**config.mk**
```make
export PLATFORM = sky130hd
export DESIGN_NAME = lattice_position_generator_top
export DESIGN_NICKNAME = d
export VERILOG_FILES = /design/src/rtl/lpg_pkg.sv /design/src/rtl/lpg_div.sv /design/src/rtl/lpg_grid.sv /design/src/rtl/lpg_pos.sv /design/src/rtl/lattice_position_generator_top.sv
export SDC_FILE = /design/constraint.sdc
export NUM_CORES = 2
export LEC_CHECK = 0
export BUFFER_PORTS_ARGS = -buffer_cell sky130_fd_sc_hd__buf_2
export CELL_PAD_IN_SITES_DETAIL_PLACEMENT = 1
export CELL_PAD_IN_SITES_GLOBAL_PLACEMENT = 2
export CORE_UTILIZATION = 30
export CTS_BUF_LIST = sky130_fd_sc_hd__clkbuf_8
export DETAILED_ROUTE_END_ITERATION = 16
export PLACE_DENSITY_LB_ADDON = 0.3
export SYNTH_ARGS = -nofsm -noshare
export SYNTH_HDL_FRONTEND = slang
export SYNTH_SLANG_ARGS = --single-unit
```
**constraint.sdc**
```tcl
create_clock -name clk -period 13.4 [get_ports clk]
set_input_delay 0.67 -clock clk [delete_from_list [all_inputs] [get_ports clk]]
set_output_delay 0.67 -clock clk [all_outputs]
set_load 0.1 [all_outputs]
```
**src/rtl/lpg_pkg.sv**
```systemverilog
// Shared types, widths and register codes for the lattice position generator.
// Used by every module under rtl/; depends on nothing else.
package lpg_pkg;

  localparam int MAX_PARTICLES = 65536;
  localparam int EXCESS_CUTOFF = 3;

  localparam int COUNT_W    = 17;              // particle_count register
  localparam int IDX_W      = 16;              // particle_index
  localparam int AXIS_W     = 21;              // one axis component
  localparam int AXIS_REG_W = 3 * AXIS_W;      // packed x,y,z
  localparam int POS_W      = 24;              // output coordinate
  localparam int NUM_W      = IDX_W + 1;       // 2*layer+1
  localparam int CUBE_W     = COUNT_W + 1;     // cube root search

  // Shared divider: quotient always fits the axis magnitude width
  localparam int QUOT_W = AXIS_W;
  localparam int DIVR_W = COUNT_W + 1;         // 2*grid size
  localparam int DIVD_W = QUOT_W + DIVR_W;

  localparam int PADDR_W = 5;
  localparam int PDATA_W = 64;

  localparam logic [1:0] REG_COUNT  = 2'd0;
  localparam logic [1:0] REG_FIRST  = 2'd1;
  localparam logic [1:0] REG_SECOND = 2'd2;
  localparam logic [1:0] REG_THIRD  = 2'd3;

  localparam logic [COUNT_W-1:0] MAX_N = COUNT_W'(MAX_PARTICLES);

  typedef struct packed {
    logic              start;
    logic [DIVD_W-1:0] dividend;
    logic [DIVR_W-1:0] divisor;
  } div_req_t;

  typedef struct packed {
    logic              done;
    logic [QUOT_W-1:0] quot;
    logic [DIVR_W-1:0] rem;
  } div_rsp_t;

  typedef struct packed {
    logic [COUNT_W-1:0] gx;
    logic [COUNT_W-1:0] gy;
    logic [COUNT_W-1:0] gz;
    logic [COUNT_W-1:0] plane;
  } grid_t;

  // Pick component k (0 x, 1 y, 2 z) of a packed axis register
  function automatic logic signed [AXIS_W-1:0] axis_comp(
    input logic [AXIS_REG_W-1:0] vec,
    input logic [1:0]            k
  );
    logic signed [AXIS_W-1:0] v;
    case (k)
      2'd0:    v = vec[AXIS_W-1:0];
      2'd1:    v = vec[2*AXIS_W-1:AXIS_W];
      2'd2:    v = vec[3*AXIS_W-1:2*AXIS_W];
      default: v = '0;
    endcase
    return v;
  endfunction

endpackage

```
**src/rtl/lpg_div.sv**
```systemverilog
// Shared radix-2 restoring divider, one quotient bit per cycle.
// Depends on lpg_pkg (request/response structs and widths).
module lpg_div import lpg_pkg::*; (
  input  logic     clk,
  input  logic     rst,
  input  div_req_t req,
  output div_rsp_t rsp
);

  localparam int CNT_W = $clog2(QUOT_W + 1);

  logic              running;
  logic              done;
  logic [CNT_W-1:0]  cnt;
  logic [DIVR_W-1:0] r;
  logic [QUOT_W-1:0] q;
  logic [DIVR_W-1:0] divisor;
  logic [DIVR_W:0]   rr;
  logic [DIVR_W:0]   diff;

  // Trial subtract of the shifted partial remainder
  assign rr   = {r, q[QUOT_W-1]};
  assign diff = rr - {1'b0, divisor};

  // Sequence control
  always_ff @(posedge clk) begin
    if (rst) begin
      running <= 1'b0;
      done    <= 1'b0;
      cnt     <= '0;
    end else begin
      done <= 1'b0;
      if (req.start && !running) begin
        running <= 1'b1;
        cnt     <= CNT_W'(QUOT_W);
      end else if (running) begin
        cnt <= cnt - CNT_W'(1);
        if (cnt == CNT_W'(1)) begin
          running <= 1'b0;
          done    <= 1'b1;
        end
      end
    end
  end

  // Datapath: load the operands, then shift in one quotient bit a cycle
  always_ff @(posedge clk) begin
    if (req.start && !running) begin
      r       <= req.dividend[DIVD_W-1:QUOT_W];
      q       <= req.dividend[QUOT_W-1:0];
      divisor <= req.divisor;
    end else if (running) begin
      if (!diff[DIVR_W]) begin
        r <= diff[DIVR_W-1:0];
        q <= {q[QUOT_W-2:0], 1'b1};
      end else begin
        r <= rr[DIVR_W-1:0];
        q <= {q[QUOT_W-2:0], 1'b0};
      end
    end
  end

  assign rsp.done = done;
  assign rsp.quot = q;
  assign rsp.rem  = r;

endmodule

```
**src/rtl/lpg_grid.sv**
```systemverilog
// Grid size sequencer: cube root search, then trial-division factoring
// dealt round-robin to y, z, x. Depends on lpg_pkg and the shared divider.
module lpg_grid import lpg_pkg::*; (
  input  logic               clk,
  input  logic               rst,
  input  logic               kick,
  input  logic [COUNT_W-1:0] n,
  output div_req_t           div_req,
  input  div_rsp_t           div_rsp,
  output grid_t              grid,
  output logic               busy
);

  localparam logic [2:0] G_IDLE  = 3'd0;
  localparam logic [2:0] G_CUBE  = 3'd1;
  localparam logic [2:0] G_TEST  = 3'd2;
  localparam logic [2:0] G_WAIT  = 3'd3;
  localparam logic [2:0] G_CHECK = 3'd4;
  localparam logic [2:0] G_PLANE = 3'd5;

  logic [2:0]         state;
  logic [COUNT_W-1:0] n_r;
  logic [COUNT_W-1:0] rest;
  logic [COUNT_W-1:0] d;
  logic [DIVR_W-1:0]  dsq;
  logic [1:0]         slot;
  logic [COUNT_W-1:0] g [3];
  logic [COUNT_W-1:0] c;
  logic [CUBE_W-1:0]  cube;
  logic [CUBE_W-1:0]  sq;
  logic [COUNT_W-1:0] plane;

  logic [CUBE_W-1:0]    c_ext;
  logic [CUBE_W-1:0]    cube_add;
  logic [CUBE_W-1:0]    sq_add;
  logic                 d_past_root;
  logic [COUNT_W-1:0]   d_try;
  logic [COUNT_W-1:0]   g_slot;
  logic [2*COUNT_W-1:0] g_mul;
  logic [2*COUNT_W-1:0] plane_mul;
  logic [COUNT_W-1:0]   hi;
  logic [COUNT_W-1:0]   lo;
  logic [COUNT_W+1:0]   lo_cut;
  logic                 excessive;

  // Cube root step: (c+1)^3 and (c+1)^2 by adds
  assign c_ext    = CUBE_W'(c);
  assign cube_add = (sq << 1) + sq + (c_ext << 1) + c_ext + CUBE_W'(1);
  assign sq_add   = (c_ext << 1) + CUBE_W'(1);

  // Trial divisor: once d*d passes rest, rest itself is prime
  assign d_past_root = dsq > DIVR_W'(rest);
  assign d_try       = d_past_root ? rest : d;

  assign g_slot    = g[slot];
  assign g_mul     = g_slot * d;
  assign plane_mul = g[0] * g[1];

  // Spread check over the three sizes
  always_comb begin
    hi = g[0];
    lo = g[0];
    for (int k = 1; k < 3; k++) begin
      if (g[k] > hi) hi = g[k];
      if (g[k] < lo) lo = g[k];
    end
  end
  assign lo_cut    = (COUNT_W+2)'(lo) * (COUNT_W+2)'(EXCESS_CUTOFF);
  assign excessive = (COUNT_W+2)'(hi) > lo_cut;

  // Divider requests
  assign div_req.start    = (state == G_TEST) && (rest > COUNT_W'(1));
  assign div_req.dividend = DIVD_W'(rest);
  assign div_req.divisor  = DIVR_W'(d_try);

  always_ff @(posedge clk) begin
    if (rst) begin
      state <= G_IDLE;
      n_r   <= COUNT_W'(1);
      rest  <= COUNT_W'(1);
      d     <= COUNT_W'(2);
      dsq   <= DIVR_W'(4);
      slot  <= 2'd1;
      c     <= COUNT_W'(1);
      cube  <= CUBE_W'(1);
      sq    <= CUBE_W'(1);
      plane <= COUNT_W'(1);
      for (int k = 0; k < 3; k++) g[k] <= COUNT_W'(1);
    end else if (kick) begin
      state <= G_CUBE;
      n_r   <= n;
      rest  <= n;
      d     <= COUNT_W'(2);
      dsq   <= DIVR_W'(4);
      slot  <= 2'd1;
      c     <= COUNT_W'(1);
      cube  <= CUBE_W'(1);
      sq    <= CUBE_W'(1);
      for (int k = 0; k < 3; k++) g[k] <= COUNT_W'(1);
    end else begin
      case (state)
        G_IDLE: begin
        end
        // Advance c until c^3 covers the count
        G_CUBE: begin
          if (cube < CUBE_W'(n_r)) begin
            cube <= cube + cube_add;
            sq   <= sq + sq_add;
            c    <= c + COUNT_W'(1);
          end else begin
            state <= G_TEST;
          end
        end
        // Issue a trial division or finish factoring
        G_TEST: begin
          if (rest > COUNT_W'(1)) begin
            d     <= d_try;
            state <= G_WAIT;
          end else begin
            state <= G_CHECK;
          end
        end
        // Deal a found factor, else move to the next divisor
        G_WAIT: begin
          if (div_rsp.done) begin
            if (div_rsp.rem == '0) begin
              g[slot] <= g_mul[COUNT_W-1:0];
              slot    <= (slot == 2'd2) ? 2'd0 : slot + 2'd1;
              rest    <= COUNT_W'(div_rsp.quot);
            end else begin
              d   <= d + COUNT_W'(1);
              dsq <= dsq + DIVR_W'({d, 1'b1});
            end
            state <= G_TEST;
          end
        end
        // Fall back to the cube grid when the sizes spread too far
        G_CHECK: begin
          if (excessive) begin
            for (int k = 0; k < 3; k++) g[k] <= c;
          end
          state <= G_PLANE;
        end
        G_PLANE: begin
          plane <= plane_mul[COUNT_W-1:0];
          state <= G_IDLE;
        end
        default: state <= G_IDLE;
      endcase
    end
  end

  assign busy       = (state != G_IDLE);
  assign grid.gx    = g[0];
  assign grid.gy    = g[1];
  assign grid.gz    = g[2];
  assign grid.plane = plane;

endmodule

```
**src/rtl/lpg_pos.sv**
```systemverilog
// Position sequencer: splits the index into layers and sums nine scaled
// axis terms on the shared divider. Depends on lpg_pkg.
module lpg_pos import lpg_pkg::*; (
  input  logic                  clk,
  input  logic                  rst,
  input  logic                  accept,
  input  logic [IDX_W-1:0]      idx,
  input  logic [COUNT_W-1:0]    n,
  input  grid_t                 grid,
  input  logic [AXIS_REG_W-1:0] first_axis,
  input  logic [AXIS_REG_W-1:0] second_axis,
  input  logic [AXIS_REG_W-1:0] third_axis,
  output div_req_t              div_req,
  input  div_rsp_t              div_rsp,
  output logic                  busy,
  output logic                  done,
  output logic signed [POS_W-1:0] pos_x,
  output logic signed [POS_W-1:0] pos_y,
  output logic signed [POS_W-1:0] pos_z,
  output logic                  index_error
);

  localparam logic [3:0] P_IDLE = 4'd0;
  localparam logic [3:0] P_DIV1 = 4'd1;
  localparam logic [3:0] P_W1   = 4'd2;
  localparam logic [3:0] P_DIV2 = 4'd3;
  localparam logic [3:0] P_W2   = 4'd4;
  localparam logic [3:0] P_MUL  = 4'd5;
  localparam logic [3:0] P_DIVT = 4'd6;
  localparam logic [3:0] P_WT   = 4'd7;
  localparam logic [3:0] P_OUT  = 4'd8;

  logic [3:0]              state;
  logic [IDX_W-1:0]        idx_r;
  logic [IDX_W-1:0]        rem1;
  logic [IDX_W-1:0]        layer [3];
  logic [1:0]              a_sel;
  logic [1:0]              k_sel;
  logic [DIVD_W-1:0]       prod;
  logic                    neg;
  logic signed [POS_W-1:0] sum [3];
  logic                    err;

  logic [AXIS_REG_W-1:0]    axis_sel;
  logic [IDX_W-1:0]         layer_sel;
  logic [COUNT_W-1:0]       g_sel;
  logic signed [AXIS_W-1:0] comp;
  logic [AXIS_W-1:0]        mag;
  logic [NUM_W-1:0]         num;
  logic [AXIS_W+NUM_W-1:0]  mul_full;
  logic [DIVR_W-1:0]        den;
  logic [POS_W-1:0]         q_ext;
  logic signed [POS_W-1:0]  term;

  // Operand selection for the current term
  always_comb begin
    case (a_sel)
      2'd0: begin
        axis_sel  = first_axis;
        layer_sel = layer[0];
        g_sel     = grid.gx;
      end
      2'd1: begin
        axis_sel  = second_axis;
        layer_sel = layer[1];
        g_sel     = grid.gy;
      end
      default: begin
        axis_sel  = third_axis;
        layer_sel = layer[2];
        g_sel     = grid.gz;
      end
    endcase
  end

  assign comp     = axis_comp(axis_sel, k_sel);
  assign mag      = comp[AXIS_W-1] ? AXIS_W'(-comp) : AXIS_W'(comp);
  assign num      = {layer_sel, 1'b1};
  assign mul_full = mag * num;
  assign den      = {g_sel, 1'b0};
  assign q_ext    = POS_W'(div_rsp.quot);
  assign term     = neg ? -$signed(q_ext) : $signed(q_ext);

  // Divider requests
  always_comb begin
    div_req.start    = 1'b0;
    div_req.dividend = DIVD_W'(idx_r);
    div_req.divisor  = DIVR_W'(grid.plane);
    case (state)
      P_DIV1: div_req.start = 1'b1;
      P_DIV2: begin
        div_req.start    = 1'b1;
        div_req.dividend = DIVD_W'(rem1);
        div_req.divisor  = DIVR_W'(grid.gx);
      end
      P_DIVT: begin
        div_req.start    = 1'b1;
        div_req.dividend = prod;
        div_req.divisor  = den;
      end
      default: div_req.start = 1'b0;
    endcase
  end

  always_ff @(posedge clk) begin
    if (rst) begin
      state <= P_IDLE;
      a_sel <= 2'd0;
      k_sel <= 2'd0;
      err   <= 1'b0;
      for (int k = 0; k < 3; k++) sum[k] <= '0;
    end else begin
      case (state)
        // Take a transaction; out-of-range indexes report at once
        P_IDLE: begin
          if (accept) begin
            idx_r <= idx;
            a_sel <= 2'd0;
            k_sel <= 2'd0;
            for (int k = 0; k < 3; k++) sum[k] <= '0;
            err   <= (COUNT_W'(idx) >= n);
            state <= (COUNT_W'(idx) >= n) ? P_OUT : P_DIV1;
          end
        end
        P_DIV1: state <= P_W1;
        // z layer and remainder within the plane
        P_W1: begin
          if (div_rsp.done) begin
            layer[2] <= IDX_W'(div_rsp.quot);
            rem1     <= IDX_W'(div_rsp.rem);
            state    <= P_DIV2;
          end
        end
        P_DIV2: state <= P_W2;
        // y and x layers
        P_W2: begin
          if (div_rsp.done) begin
            layer[1] <= IDX_W'(div_rsp.quot);
            layer[0] <= IDX_W'(div_rsp.rem);
            state    <= P_MUL;
          end
        end
        // Magnitude times 2*layer+1, sign kept aside
        P_MUL: begin
          prod  <= DIVD_W'(mul_full);
          neg   <= comp[AXIS_W-1];
          state <= P_DIVT;
        end
        P_DIVT: state <= P_WT;
        // Accumulate the truncated term and advance
        P_WT: begin
          if (div_rsp.done) begin
            sum[k_sel] <= sum[k_sel] + term;
            if (a_sel == 2'd2) begin
              a_sel <= 2'd0;
              k_sel <= k_sel + 2'd1;
              state <= (k_sel == 2'd2) ? P_OUT : P_MUL;
            end else begin
              a_sel <= a_sel + 2'd1;
              state <= P_MUL;
            end
          end
        end
        P_OUT:   state <= P_IDLE;
        default: state <= P_IDLE;
      endcase
    end
  end

  assign busy        = (state != P_IDLE);
  assign done        = (state == P_OUT);
  assign pos_x       = sum[0];
  assign pos_y       = sum[1];
  assign pos_z       = sum[2];
  assign index_error = err;

endmodule

```
**src/rtl/lattice_position_generator_top.sv**
```systemverilog
// Top level of the lattice position generator: configuration registers,
// divider sharing and the two sequencers. Depends on lpg_pkg, lpg_div,
// lpg_grid and lpg_pos.
//
// Usage: program particle_count (byte address 0) and the three packed axis
// vectors (addresses 8, 16, 24) over the APB-style port; pready is always
// high. Writing particle_count starts the grid sizing: cube root search
// plus trial-division factoring of the count on the shared divider, which
// holds busy high meanwhile.
// A transaction is taken when start is high and busy is low; busy stays
// high until the result is shown. The result stands on pos_x, pos_y, pos_z
// and index_error for one cycle, marked by done, and must be taken then.
// Sequence: an out-of-range index shows its result in the cycle after it is
// taken; otherwise two index divisions and nine terms (multiply, issue,
// quotient shifts, collect) come before the result, and a new transaction
// is taken only once the last one has shown its result.
// Reset: particle_count is 1, the axes are zero, the grid is 1 x 1 x 1 and
// both sequencers are idle; no clearing pass is needed.
module lattice_position_generator_top import lpg_pkg::*; (
  input  logic                    clk,
  input  logic                    rst,
  // transaction channel
  input  logic                    start,
  output logic                    busy,
  input  logic [IDX_W-1:0]        particle_index,
  output logic                    done,
  output logic signed [POS_W-1:0] pos_x,
  output logic signed [POS_W-1:0] pos_y,
  output logic signed [POS_W-1:0] pos_z,
  output logic                    index_error,
  // configuration port
  input  logic                    psel,
  input  logic                    penable,
  input  logic                    pwrite,
  input  logic [PADDR_W-1:0]      paddr,
  input  logic [PDATA_W-1:0]      pwdata,
  output logic [PDATA_W-1:0]      prdata,
  output logic                    pready
);

  logic [COUNT_W-1:0]    particle_count;
  logic [AXIS_REG_W-1:0] first_axis;
  logic [AXIS_REG_W-1:0] second_axis;
  logic [AXIS_REG_W-1:0] third_axis;
  logic                  kick;

  logic [1:0]         reg_sel;
  logic               cfg_write;
  logic [COUNT_W-1:0] n_sat;
  logic               grid_busy;
  logic               pos_busy;
  logic               accept;
  grid_t              grid;
  div_req_t           grid_req;
  div_req_t           pos_req;
  div_req_t           div_req;
  div_rsp_t           div_rsp;

  assign pready    = 1'b1;
  assign reg_sel   = paddr[PADDR_W-1:PADDR_W-2];
  assign cfg_write = psel && penable && pwrite && pready;

  // Configuration registers; a count write starts grid sizing next cycle
  always_ff @(posedge clk) begin
    if (rst) begin
      particle_count <= COUNT_W'(1);
      first_axis     <= '0;
      second_axis    <= '0;
      third_axis     <= '0;
      kick           <= 1'b0;
    end else begin
      kick <= cfg_write && (reg_sel == REG_COUNT);
      if (cfg_write) begin
        case (reg_sel)
          REG_COUNT:  particle_count <= pwdata[COUNT_W-1:0];
          REG_FIRST:  first_axis     <= pwdata[AXIS_REG_W-1:0];
          REG_SECOND: second_axis    <= pwdata[AXIS_REG_W-1:0];
          REG_THIRD:  third_axis     <= pwdata[AXIS_REG_W-1:0];
          default:    particle_count <= particle_count;
        endcase
      end
    end
  end

  // Register readback
  always_comb begin
    case (reg_sel)
      REG_COUNT:  prdata = PDATA_W'(particle_count);
      REG_FIRST:  prdata = PDATA_W'(first_axis);
      REG_SECOND: prdata = PDATA_W'(second_axis);
      REG_THIRD:  prdata = PDATA_W'(third_axis);
      default:    prdata = '0;
    endcase
  end

  // Clamp the count to the supported maximum
  assign n_sat = (particle_count > MAX_N) ? MAX_N : particle_count;

  assign busy   = grid_busy || pos_busy || kick;
  assign accept = start && !busy;

  // The user keeps the two sequencers from running together (not enforced here); the grid has the divider first
  assign div_req = grid_busy ? grid_req : pos_req;

  lpg_div u_div (
    .clk (clk),
    .rst (rst),
    .req (div_req),
    .rsp (div_rsp)
  );

  lpg_grid u_grid (
    .clk     (clk),
    .rst     (rst),
    .kick    (kick),
    .n       (n_sat),
    .div_req (grid_req),
    .div_rsp (div_rsp),
    .grid    (grid),
    .busy    (grid_busy)
  );

  lpg_pos u_pos (
    .clk         (clk),
    .rst         (rst),
    .accept      (accept),
    .idx         (particle_index),
    .n           (n_sat),
    .grid        (grid),
    .first_axis  (first_axis),
    .second_axis (second_axis),
    .third_axis  (third_axis),
    .div_req     (pos_req),
    .div_rsp     (div_rsp),
    .busy        (pos_busy),
    .done        (done),
    .pos_x       (pos_x),
    .pos_y       (pos_y),
    .pos_z       (pos_z),
    .index_error (index_error)
  );

  // An accepted transaction keeps the block busy
  a_accept_busy: assert property (@(posedge clk) disable iff (rst)
    accept |=> busy)
    else $error("busy not raised after accepting a transaction");

  // The result strobe lasts one cycle
  a_done_pulse: assert property (@(posedge clk) disable iff (rst)
    done |=> !done)
    else $error("done held for more than one cycle");

  // An out-of-range index reports zero coordinates
  a_error_zero: assert property (@(posedge clk) disable iff (rst)
    (done && index_error) |-> (pos_x == '0 && pos_y == '0 && pos_z == '0))
    else $error("nonzero coordinates with index_error");

  // A count write blocks new transactions while the grid is sized
  a_count_busy: assert property (@(posedge clk) disable iff (rst)
    (cfg_write && reg_sel == REG_COUNT) |=> busy)
    else $error("busy not raised after a particle_count write");

endmodule

```
## Word level (Yosys, flattened, before mapping)

Memories as Yosys holds them, arrays and structs flattened. A register that Yosys moved wholly into a read port is not among the register bits.
Index checks and enable logic that the tools add are counted.

- Memory bits (writable): 171
- Bits in registers: 495
- Memories: 3
- Output and inout port bits: 140
- Bits of input ports: 91

- Order comparisons: 10
- Bitwise logic cells: 14
- $add $sub $neg: 18
- Equal/unequal tests: 34
- Multiplexer cells: 109
- Multiply operators: 4
- Reduce and logical (&&, ||, !) cells: 50

Memories:

| memory | words | width | rd ports | clocked after memory_dff | wr ports | line | source |
|---|---|---|---|---|---|---|---|
| u_pos.sum | 3 | 24 | 4 | 1 | 3 | lpg_pos.sv:41 | `logic signed [POS_W-1:0] sum [3];` |
| u_grid.g | 3 | 17 | 4 | 1 | 3 | lpg_grid.sv:27 | `logic [COUNT_W-1:0] g [3];` |
| u_pos.layer | 3 | 16 | 3 | 0 | 2 | lpg_pos.sv:36 | `logic [IDX_W-1:0] layer [3];` |

Operators with widths:

| kind | number |
|---|---|
| $mux W17 | 20 |
| $pmux W64 S4 | 1 |
| $pmux W63 S2 | 1 |
| $mux W24 | 5 |
| $pmux W56 S2 | 1 |
| $add A18 B18 Y18 | 5 |
| $pmux W17 S2 | 2 |
| $mux W21 | 3 |
| $pmux W21 S3 | 1 |
| $mux W58 | 1 |
| $mux W18 | 3 |
| $mux W1 | 40 |
| $mul A21 B17 Y38 | 1 |
| $add A18 B1 Y18 const B | 2 |
| $add A17 B1 Y17 const B | 2 |
| $gt A17 B17 Y1 | 2 |
| $lt A17 B17 Y1 | 2 |
| $mul A17 B17 Y17 | 2 |
| $pmux W16 S2 | 1 |
| $pmux W4 S8 | 1 |
| $mux W4 | 7 |
| $mux W2 | 13 |
| $add A24 B24 Y24 | 1 |
| $neg A21 Y24 | 1 |
| other kinds (50) | 121 |

## Depth between registers and ports, before layout

An unclocked memory read counts as a cell.

- Depth in word-level cells: 14
- Depth in mapped cells: 47
- Depth with buffers taken out: 41

## Cells and area by module

A second synthesis with hierarchy kept.

- Cell total of the unflattened synthesis: 6,909
- Area total of the unflattened synthesis: 64,614.5 sq um

Modules (own cells, without submodules):

| module | area each (sq um) | seq. area each (sq um) | times used | cells each |
|---|---|---|---|---|
| lpg_pos | 25,286.8 | 6,676.4 | 1 | 2,643 |
| lpg_grid | 25,105.3 | 4,964.8 | 1 | 2,822 |
| lattice_position_generator_top | 10,553.9 | 4,144.0 | 1 | 1,072 |
| lpg_div | 3,668.5 | 1,851.8 | 1 | 372 |

## Least setup slack after synthesis

Ideal clock, no wire load.

- Path kind: reg2reg
- From: mem u_grid.g[0][1]
- To: mem u_grid.g[0][0] (enable)
- Setup slack: 3.861 ns
- Cell stages (with the launch flop): 43
- Data arrival time: 9.201 ns
- Buffers on the path: 6
- Data required time: 13.062 ns
- Setup time: 0.338 ns
- Cell sequence: edfxtp_1 clkbuf_1 clkbuf_1 inv_1 ha_1 nor2b_1 o21ai_0 a21boi_1 nor3_2 buf_2 buf_1 mux2i_1 ha_1 a2111oi_4 o221ai_2 o2111ai_1 o2111ai_2 or3_1 (+7 left out) a221oi_1 nor2_1 o41ai_1 a21oi_1 o21ai_1 o21a_1 xor2_1 ha_1 a21o_1 a21o_1 a21o_1 a21oi_1 nor2b_1 o41ai_1 nor4_2 o211ai_1 mux2i_4 or3_1

RTL lines:

| item | line |
|---|---|
| start, declared | lpg_grid.sv:27 |

## Worst setup path after layout

- From: reg u_pos.a_sel[0]
- To: reg u_pos.prod[36], data pin

- Cells in the longest elaborated chain, start to end: 6

RTL lines:

| item | line | source |
|---|---|---|
| start, declared | lpg_pos.sv:37 | `logic [1:0] a_sel;` |
| start signal, assigned | lpg_pos.sv:159 | `a_sel <= a_sel + 2'd1;` |
| $eq A2 B1 Y1 / $logic_not A2 Y1 (equally long branches) | lpg_pos.sv:57 | `case (a_sel)` |
| $pmux W63 S2 | lpg_pos.sv:57 |  |
| $pmux W21 S3 | lpg_pkg.sv:56 | `case (k)` |
| $neg A21 Y21 | lpg_pos.sv:77 | `assign mag = comp[AXIS_W-1] ? AXIS_W'(-comp) : AXIS_W'(comp);` |
| $mux W21 | lpg_pos.sv:77 |  |
| $mul A21 B17 Y38 (*) | lpg_pos.sv:79 | `assign mul_full = mag * num;` |
| named net u_pos.mul_full[36] | lpg_pos.sv:50 | `logic [AXIS_W+NUM_W-1:0] mul_full;` |
| end signal, assigned | lpg_pos.sv:145 | `prod <= DIVD_W'(mul_full);` |
| end, declared | lpg_pos.sv:39 | `logic [DIVD_W-1:0] prod;` |

The timed path passes the listed nets; every way through them passes the cells marked *.
A chain may end at the register's enable or synchronous reset.

==> qor.txt <==
Outcome: complete, no violations
Skew final: 0.0653 ns
Antenna violations before repair: 23
Post-Synthesis Net Count: 7837
Post-place setup slack: 2.75 ns
Fin cells: 9758
I/O pins: 231
Arrival @ worst endpoint: 11.33 ns
Row count: 165
Setup TNS: 0 ns
Hpwl dp: 163 mm
CTS max path bufs: 3
Syn. warnings: 0
Largest net degree at the start of global routing: 88
CP Launch Type: flop
Hold/Removal Path Class: primary input to flop
Register area: 17600 um^2
Hold violation count in the final report: 0
Vias in the first global route: 53300
WL/cell: 22.7 um
Gpl congestion: 0.855
Drt via density: 5.14
Antenna viol nets, final: 0
Final critical-path required period: 10.76 ns
Synth unique cells: 88
RSZ-0062 raised after global routing: false
PD cells: 94.9 nW/um^2
F_max: 92.9 MHz
Worst Hold Depth: 3
Slowest cell on the critical path: dfxtp_4
Dpl cells: 9423
Core footprint: 203000 um^2
Max stage delay on crit path: 0.85 ns
Share of flip-flops with an asynchronous set or reset: 0%
Mapped Area: 61300 um^2
CP max FO: 32
CTS root buf: clkbuf_8
Crit share post-route: 80.3%
Max Slew Vio Count: 0
Final Util: 34.1%
Grt total ovfl: 0
# hold bufs at CTS: 65
Area of the multi-input gates: 39400 um^2
R2r worst-path depth: 34
Post-synth top flop: dfxtp_1
Most common cell after layout, fill and taps aside: nand2_1
Share of post-route cells with drive strength above 1: 10.5%
Final Net Count: 8033
CP endpoint kind: flop
DRT Pass-1 Iters: 7
H-tree level count: 4
Die Footprint: 206000 um^2
Syn_area_per_cell: 9.07 um^2
Pwr Total: 6.55 mW
Slew @ Worst Pin: 1.28 ns
Most frequent CP cell: fa_1
DRC: 0
Sink Count: 711
Commonest cells after routing, fill and taps aside: nand2_1, inv_1, fa_1, a21oi_1, ha_1
Max-cap viol count: 0
Lkg Pwr: 29.4 nW
Number of DRC markers in iteration 0: 2975
Worst hold slack: 0.0830 ns
Starting Density: 30.3%
Die H: 454 um
EDFF count, synth: 340
Number of synthesized register bits: 711
Area after DPL: 65500 um^2
Synth area leaders: fa_1, edfxtp_1, dfxtp_1
PnR worst setup slack: 2.64 ns
Fillers: 23400
Final wirelength: 222 mm
Port bufs: 224
Clock latency on the worst-skew pair: 0.89 ns
Finished layout cell area: 69100 um^2
CP required: 13.97 ns
Seq/Total Area, Yosys: 28.8%
Global Route Usage Sum: 21.4%
Via count: 50200
First-pass GRT wire length: 335 mm
Post-CTS sizing: 0
Final setup fails: 0
Slew headroom: 14.2%
Kind of critical path: flop to flop
Area leader, netlist: fa_1
Clock slew at reported path FFs: 0.06 ns
Chip width: 454 um
CTS tree: built
Peak supply drop: 0.107 mV
Cells after synthesis: 6762
CTS Buf Count: 140
Post-synth top area share: 17.2%
Setup Buffers After CTS: 0
Area growth, synth to finish: 12.7%
synthesized netlist by cell type, types with 10 or more instances:
cell,number
a211oi_1,27
a21boi_0,14
a21o_1,63
a21oi_1,523
a22o_1,84
a22oi_1,44
a31oi_1,13
and2_1,148
and3_1,35
buf_1,27
buf_2,30
clkbuf_1,316
dfxtp_1,371
edfxtp_1,340
fa_1,526
ha_1,458
inv_1,769
mux2_2,47
mux2i_1,198
mux4_2,58
nand2_1,1171
nand2b_1,34
nand3_1,80
nand4_1,29
nor2_1,364
nor2b_1,50
nor3_1,114
nor4_1,24
o211ai_1,22
o21a_1,34
o21ai_0,224
o21ai_1,24
o21bai_1,24
o31ai_1,13
o41ai_1,13
or3_1,35
or4_1,10
xnor2_1,181
xor2_1,77
cell type report:
| class | instances | share of cell area, % |
|---|---|---|
| clock inverter | 98 | 1.01 |
| multi-input combinational | 4896 | 57.0 |
| clock buffer | 159 | 3.17 |
| timing repair buffer | 437 | 4.19 |
| inverter | 772 | 4.20 |
| sequential | 711 | 25.5 |
| tap | 2672 | 4.84 |
| antenna | 13 | 0.0471 |
cells by family after synthesis:
family,share of synthesized area [%]
compound gates,12.3
xor+xnor,3.69
fa+ha+maj,26.5
buf+inv,7.23
flops,28.8
mux,6.26
other cells,0.0123
simple gates,15.2
registers in the layout (all words and copies together), names as in the netlist, 18 cells and up, named ones only:
register and flops:
u_div.r 18, first_axis 63, u_div.q 21, u_pos.sum 96, third_axis 63, u_pos.prod 38, u_grid.sq 18, u_grid.g 68
u_grid.cube 18, u_pos.layer 48, second_axis 63, u_div.divisor 18, u_grid.dsq 18
report_power, final:
group          leakage, nW  internal [mW]  switching [mW]  total [mW]
clock                 1.62           1.24            1.09        2.33
combinational         21.5          0.582            1.13        1.71
sequential            6.26           2.40           0.111        2.52
total                 29.4           4.22            2.33        6.55
critical path, delay by kind of cell, from the launching register on:
family                     cells  cell delay, ns
and+or+nand+nor                6            0.84
DFF                            1            0.85
xor gates and xnor gates       2            1.00
adders and majority gates      7            3.21
buffers and inverters          5            0.95
AOI/OAI and AO/OA             13            3.37
muxes                          1            0.21
final timing paths:
check,from,end,slack (ns)
worst max-delay path,u_pos.a_sel[0]$_SDFFE_PP0P_,u_pos.prod[36]$_DFFE_PP_,2.64
worst min-delay path,pwdata[12],second_axis[12]$_SDFFE_PP0P_,0.08
worst max register to register,u_pos.a_sel[0]$_SDFFE_PP0P_,u_pos.prod[36]$_DFFE_PP_,2.64
worst min register to register,u_grid.plane[2]$_SDFFE_PP0P_,u_grid.plane[2]$_SDFFE_PP0P_,0.46
layer usage:
metal | track usage, % | up-vias | part of all wire (%) | wire [um]
li1 | - | 23100 | - | -
met1 | 30.0 | 25700 | 47 | 104000
met2 | 34.5 | 1131 | 46 | 102000
met3 | 3.16 | 264 | 5.0 | 11100
met4 | 5.26 | 24 | 2.2 | 4890
met5 | 0 | - | 0.063 | 140
(Power assumes the default switching activity.)
